[src/rtl/q16d_pkg.sv]
// Shared types and constants for the signed Q16.16 divider.
// Used by the step stage, the core top level and its checker.
`default_nettype none

package q16d_pkg;

	localparam int WORD_W            = 32;
	localparam int FRACTION_BITS_DEF = 16;

	typedef struct packed {
		logic signed [WORD_W-1:0] dividend;
		logic signed [WORD_W-1:0] divisor;
	} operand_t;

	typedef struct packed {
		logic signed [WORD_W-1:0] quotient;
		logic                     divide_by_zero;
	} result_t;

	// Payload of one restoring-division stage.
	typedef struct packed {
		logic              neg;   // operand signs differ
		logic              dbz;   // divisor was zero
		logic [WORD_W-1:0] md;    // divisor magnitude
		logic [WORD_W-1:0] num;   // dividend bits still to bring down, MSB first
		logic [WORD_W-1:0] rem;   // partial remainder, below md unless md is zero
		logic [WORD_W-1:0] quo;   // low quotient bits collected so far
	} stage_t;

endpackage

`default_nettype wire

[src/rtl/q16d_step.sv]
// One registered restoring-division step of the divider pipeline.
// Depends on q16d_pkg for stage_t and WORD_W.
`default_nettype none

module q16d_step (
	input  wire              clk,
	input  wire              arst_n,
	input  wire              en,
	input  wire              prev_valid,
	input  q16d_pkg::stage_t prev_stage,
	output logic             valid,
	output q16d_pkg::stage_t stage
);
	import q16d_pkg::*;

	logic              valid_s1;
	stage_t            stage_s1;
	logic [WORD_W:0]   partial;
	logic [WORD_W-1:0] diff;
	logic              ge;
	stage_t            stage_nxt;

	// bring down the next dividend bit, trial-subtract the divisor
	always_comb begin
		partial = {prev_stage.rem, prev_stage.num[WORD_W-1]};
		diff    = partial[WORD_W-1:0] - prev_stage.md;
		ge      = (partial >= {1'b0, prev_stage.md});

		stage_nxt     = prev_stage;
		stage_nxt.num = {prev_stage.num[WORD_W-2:0], 1'b0};
		stage_nxt.rem = ge ? diff : partial[WORD_W-1:0];
		stage_nxt.quo = {prev_stage.quo[WORD_W-2:0], ge};
	end

	always_ff @(posedge clk or negedge arst_n) begin
		if (!arst_n) begin
			valid_s1 <= 1'b0;
		end else if (en) begin
			valid_s1 <= prev_valid;
		end
	end

	always_ff @(posedge clk) begin
		if (en) begin
			stage_s1 <= stage_nxt;
		end
	end

	assign valid = valid_s1;
	assign stage = stage_s1;

endmodule

`default_nettype wire

[config.mk]
export PLATFORM = sky130hd
export DESIGN_NAME = q16d_step
export DESIGN_NICKNAME = d
export VERILOG_FILES = /design/src/rtl/q16d_pkg.sv /design/src/rtl/q16d_step.sv
export SDC_FILE = /design/constraint.sdc
export NUM_CORES = 1
export LEC_CHECK = 0
export ABC_AREA = 1
export BUFFER_PORTS_ARGS = -buffer_cell sky130_fd_sc_hd__buf_2
export CAP_MARGIN = 5
export CELL_PAD_IN_SITES_DETAIL_PLACEMENT = 2
export CELL_PAD_IN_SITES_GLOBAL_PLACEMENT = 2
export CORE_MARGIN = 1.5
export CORE_UTILIZATION = 29
export DETAILED_ROUTE_END_ITERATION = 8
export GPL_TIMING_DRIVEN = 0
export PLACE_DENSITY_LB_ADDON = 0.05
export SLEW_MARGIN = 20
export SYNTH_ARGS = -nofsm -noshare
export SYNTH_HDL_FRONTEND = slang
export SYNTH_SLANG_ARGS = --single-unit
[constraint.sdc]
create_clock -name clk -period 0.8 [get_ports clk]
set_input_delay 0.08 -clock clk [delete_from_list [all_inputs] [get_ports clk]]
set_output_delay 0.08 -clock clk [all_outputs]
set_load 0.02 [all_outputs]
# Word-level counts from Yosys, hierarchy flattened

Index checks and enable logic that the tools add are counted.

Multipliers: 0
Reductions and logical operators: 0
$add $sub $neg: 1
Divide/modulo/power cells: 0
Muxes and demuxes: 1
Magnitude comparators: 1
Bitwise logic cells: 0
Equal/unequal tests: 0
Shifts and indexed selects: 0

Operators by type and width:

| cell                                                           | number |
|---|---|
| 33-bit by 32-bit greater-or-equal comparator with 1-bit output | 1 |
| 32-bit 2-to-1 mux                                              | 1 |
| 32-bit subtractor                                              | 1 |

Input bits: 134
RAM bits: 0
Bits in read-only memories: 0
Bits in latches: 0
Memories: 0
Bits in registers: 130
Output and inout bits: 131
Logic and storage cells: 10

# Longest topological paths before layout

Depth in word-level cells: 2
Gate-level depth with buffers: 16
Gate-level depth less buffers: 14

# Worst setup path after synthesis

No wires, ideal clock.

Path kind: in2reg
From: in prev_stage[95] (netlist name)
To: reg stage_s1 (netlist bit stage[48]), data pin
Stages on the path: 13
Setup time: 252 ps
Arrival time: 1442 ps
Data required time: 548 ps
Path slack: -895 ps
Buffers on the path: 0
Cells stage by stage: inv_1 ha_1 fa_1 inv_1 nand3_1 nand3_1 nand2_1 nand3_1 nand3_1 nand2_1 nand2_1 nand3_2 nand2_1

RTL lines:

| element              | RTL line        | source |
|---|---|---|
| start, declared      | q16d_step.sv:10 | `input q16d_pkg::stage_t prev_stage,` |
| end signal, assigned | q16d_step.sv:45 | `stage_s1 <= stage_nxt;` |
| end, declared        | q16d_step.sv:17 | `stage_t stage_s1;` |

==> impl_metrics.json <==
{
  "syn_avg_cell_area_um2": 9.08,
  "crit_type": "in -> reg",
  "finalMaxSlewViolations": 0,
  "syn_nets": 947,
  "vias": 8557,
  "synth_area_um2": 7080,
  "synth-seq-cells": 130,
  "fillerInstances": 2413,
  "setup_viol": 164,
  "die_w_um": 159,
  "port_buffers": 262,
  "utilization": 0.564,
  "cts_made_buffers": 17,
  "overflow": 0,
  "antenna_found_initial": 6,
  "dp_slack_ps": -1390,
  "die_area_um2": 25400,
  "grt_pass1_vias": 8352,
  "grt_pass1_wl_um": 56200,
  "crit_chain": "buf_2, inv_1, ha_4, nand2_1, inv_1, nand2_2, inv_1, nand2_1, nand2_1, a21oi_1, nand3b_1, nand3_2, nand2_1",
  "dpl-instance-area_um2": 9240,
  "intPower_mw": 16.3,
  "p_leak_nw": 6.28,
  "ant_nets": 0,
  "cp_max_fo": 4,
  "wirelength_um": 55500,
  "cp_data_required_time_ps": 990,
  "gp_congestion": 0.788,
  "finalCritPeriodShare": 2.36,
  "hold_viol_final": 2,
  "path_clk_slew_ps": 90,
  "ir_drop_v": 0.00149,
  "syn2layout_area_growth_pct": 92.1,
  "initial_core_util": 0.294,
  "final_area_um2": 13600,
  "yosysWarnings": 0,
  "maxCapViolations": 0,
  "fin_nets": 1406,
  "seq_area_frac_synth": 0.551,
  "violations": "negative hold slack, negative setup slack",
  "tritoncts": "done",
  "synth_cells": 780,
  "critPathLaunchType": "input port",
  "drt_first_pass_iters": 5,
  "power.switching_mw": 10.7,
  "crit_path_end_kind": "flop",
  "post-route-min-period_ps": 1880,
  "fmax_ghz": 0.531,
  "sequentialPowerShare": 0.328,
  "worstPathArrival_ps": 2070,
  "clock-sinks": 130,
  "clock_path_buffers": 2,
  "rsz0062_at_grt": "true",
  "layout-drive-gt1-share": 0.528,
  "hp-class": "in -> reg",
  "num_rows": 57,
  "cts_root_buffer": "clkbuf_16",
  "drc": 0,
  "io-pin-count": 265,
  "layout_setup_ws_ps": -1080,
  "drt_iter0_markers": 877,
  "power_density_nw_per_um2": 1980,
  "cpMaxStageDelayCell": "a21oi_1",
  "status": "finished, violations left",
  "core_area_um2": 24100,
  "holdWs_ps": -4.75,
  "dp_hpwl_um": 21100,
  "die_height_um": 159,
  "globalRouteTotalUtil": 0.301,
  "total_power_mw": 27.0,
  "insertion_delay_ps": 480,
  "wire_per_inst_um": 35.1,
  "viasPerCell": 5.41,
  "fin_skew_ps": 0,
  "htree_levels": 4,
  "r2r_slack_ps": -70,
  "cp_slowest_stage_delay_ps": 370,
  "cpMostUsedCell": "nand2_1",
  "p_sw_frac": 0.395,
  "grt_start_max_net_pins": 49,
  "p_clk_frac": 0.325,
  "p_comb_frac": 0.347,
  "synth_cell_types": 30
}
-- cell families after synthesis --
logic type | Yosys count | share of synthesized area
other | 1 | 0.000530
AOI/OAI and AO/OA | 25 | 0.0184
xor gates and xnor gates | 14 | 0.0173
adders and majority gates | 33 | 0.0594
DFF | 130 | 0.551
muxes | 1 | 0.00159
buffers and inverters | 161 | 0.0928
and+or+nand+nor | 415 | 0.260
-- power groups by stage --
| stage | Clock (mW) | Sequential [mW] | Combinational [mW] |
|---|---|---|---|
| 6_report | 8.76 | 8.86 | 9.37 |
| 5_1_grt | 8.91 | 8.88 | 9.53 |
| 4_1_cts | 7.91 | 8.56 | 6.80 |
| 3_5_place_dp | 0 | 8.62 | 5.01 |
| 3_3_place_gp | 0 | 8.58 | 4.86 |
| 2_1_floorplan | 0 | 9.48 | 2.09 |
-- area by class of cell --
class                      count  area [µm²]  share of cell area
clock buffer                  17         425              0.0313
sequential                   130        3900               0.287
buffer                         9         138              0.0101
antenna                        6        15.0             0.00110
multi-input combinational    489        3990               0.293
clock inverter                15         143              0.0105
tap                          324         405              0.0298
timing repair buffer         442        3990               0.293
inverter                     150         598              0.0440
-- sequential cells by signal, summed over array words and instances, names as in the netlist --
register / flops
valid: 1
stage: 129
-- layer usage --
| metal | vias up | track usage | wire length (µm) |
|---|---|---|---|
| li1 | 3431 | - | - |
| met1 | 4298 | 0.353 | 20800 |
| met2 | 639 | 0.542 | 26800 |
| met3 | 189 | 0.0649 | 4710 |
| met4 | 0 | 0.106 | 3180 |
| met5 | - | 0 | 0 |
-- cells in the mapped netlist --
| library cell | n | area, µm² |
|---|---|---|
| nor2_4 | 1 | 11.3 |
| mux2_2 | 1 | 11.3 |
| nand2_1 | 274 | 1030 |
| inv_1 | 150 | 563 |
| ha_1 | 32 | 400 |
| nor3_1 | 6 | 30.0 |
| nand2_2 | 3 | 18.8 |
| buf_4 | 1 | 7.51 |
| nand3b_1 | 11 | 82.6 |
| nor3_2 | 3 | 30.0 |
| buf_2 | 7 | 35.0 |
| nand3_2 | 11 | 110 |
| a21o_1 | 2 | 15.0 |
| nand3_1 | 56 | 280 |
| nand2_8 | 1 | 20.0 |
| buf_12 | 2 | 40.0 |
| o21ai_0 | 2 | 10.0 |
| a21oi_1 | 21 | 105 |
| fa_1 | 1 | 20.0 |
| buf_6 | 1 | 11.3 |
| and2_1 | 8 | 50.1 |
| xnor2_1 | 1 | 8.76 |
| nor2_1 | 34 | 128 |
| xor2_1 | 13 | 114 |
| nand2_4 | 1 | 11.3 |
| conb_1 | 1 | 3.75 |
| dfrtp_1 | 1 | 25.0 |
| nand4_1 | 3 | 18.8 |
| edfxtp_1 | 129 | 3870 |
| nor2_2 | 3 | 18.8 |
-- timing repair --
action	4_1_cts	5_1_grt
hold buffers	103	3
pin swaps	65	62
cloned	4	2
gates resized for setup	328	279
endpoints found under the setup margin	164	164
setup buffers	35	33
hold endpoints to repair	102	3
-- layout by cell type (no fill, tap or decap), types with 9 or more instances in the layout --
master / synthesis / final
nand2_2: 3 / 81
inv_1: 150 / 113
clkbuf_16: 0 / 19
ha_4: 0 / 32
buf_4: 1 / 62
buf_2: 7 / 125
buf_6: 1 / 137
nand2_1: 274 / 157
nor2_4: 1 / 13
nand3_2: 11 / 29
nand3_4: 0 / 20
a21oi_1: 21 / 10
a21oi_2: 0 / 9
xor2_1: 13 / 13
nand3_1: 56 / 18
nor2_1: 34 / 17
nand2_4: 1 / 40
edfxtp_1: 129 / 129
inv_2: 0 / 28
nand3b_1: 11 / 11
dlygate4sd3_1: 0 / 106
-- worst paths after layout --
kind                                 start        end  cells after the start
max                        prev_stage[113]  stage[61]                     13
min                         prev_stage[44]  stage[45]                      3
max reg2reg                          valid      valid                      1
min reg2reg                          valid      valid                      1
max in group asynchronous           arst_n      valid                      3
min in group asynchronous           arst_n      valid                      3
-- worst max-delay path, delay by kind of cell --
kind	cells	cell delay, ps
adders and majority gates	1	240
buffers and inverters	4	370
AOI/OAI and AO/OA	1	370
and+or+nand+nor	7	1020
-- stage by stage --
stage,std cells,setup TNS [ps]
floorplan,780,-25650
global placement,1366,-289670
detailed placement,1367,-82880
CTS,1540,-54730
global route,1580,-75830
finish,1582,-74710
(Power assumes the default switching activity.)
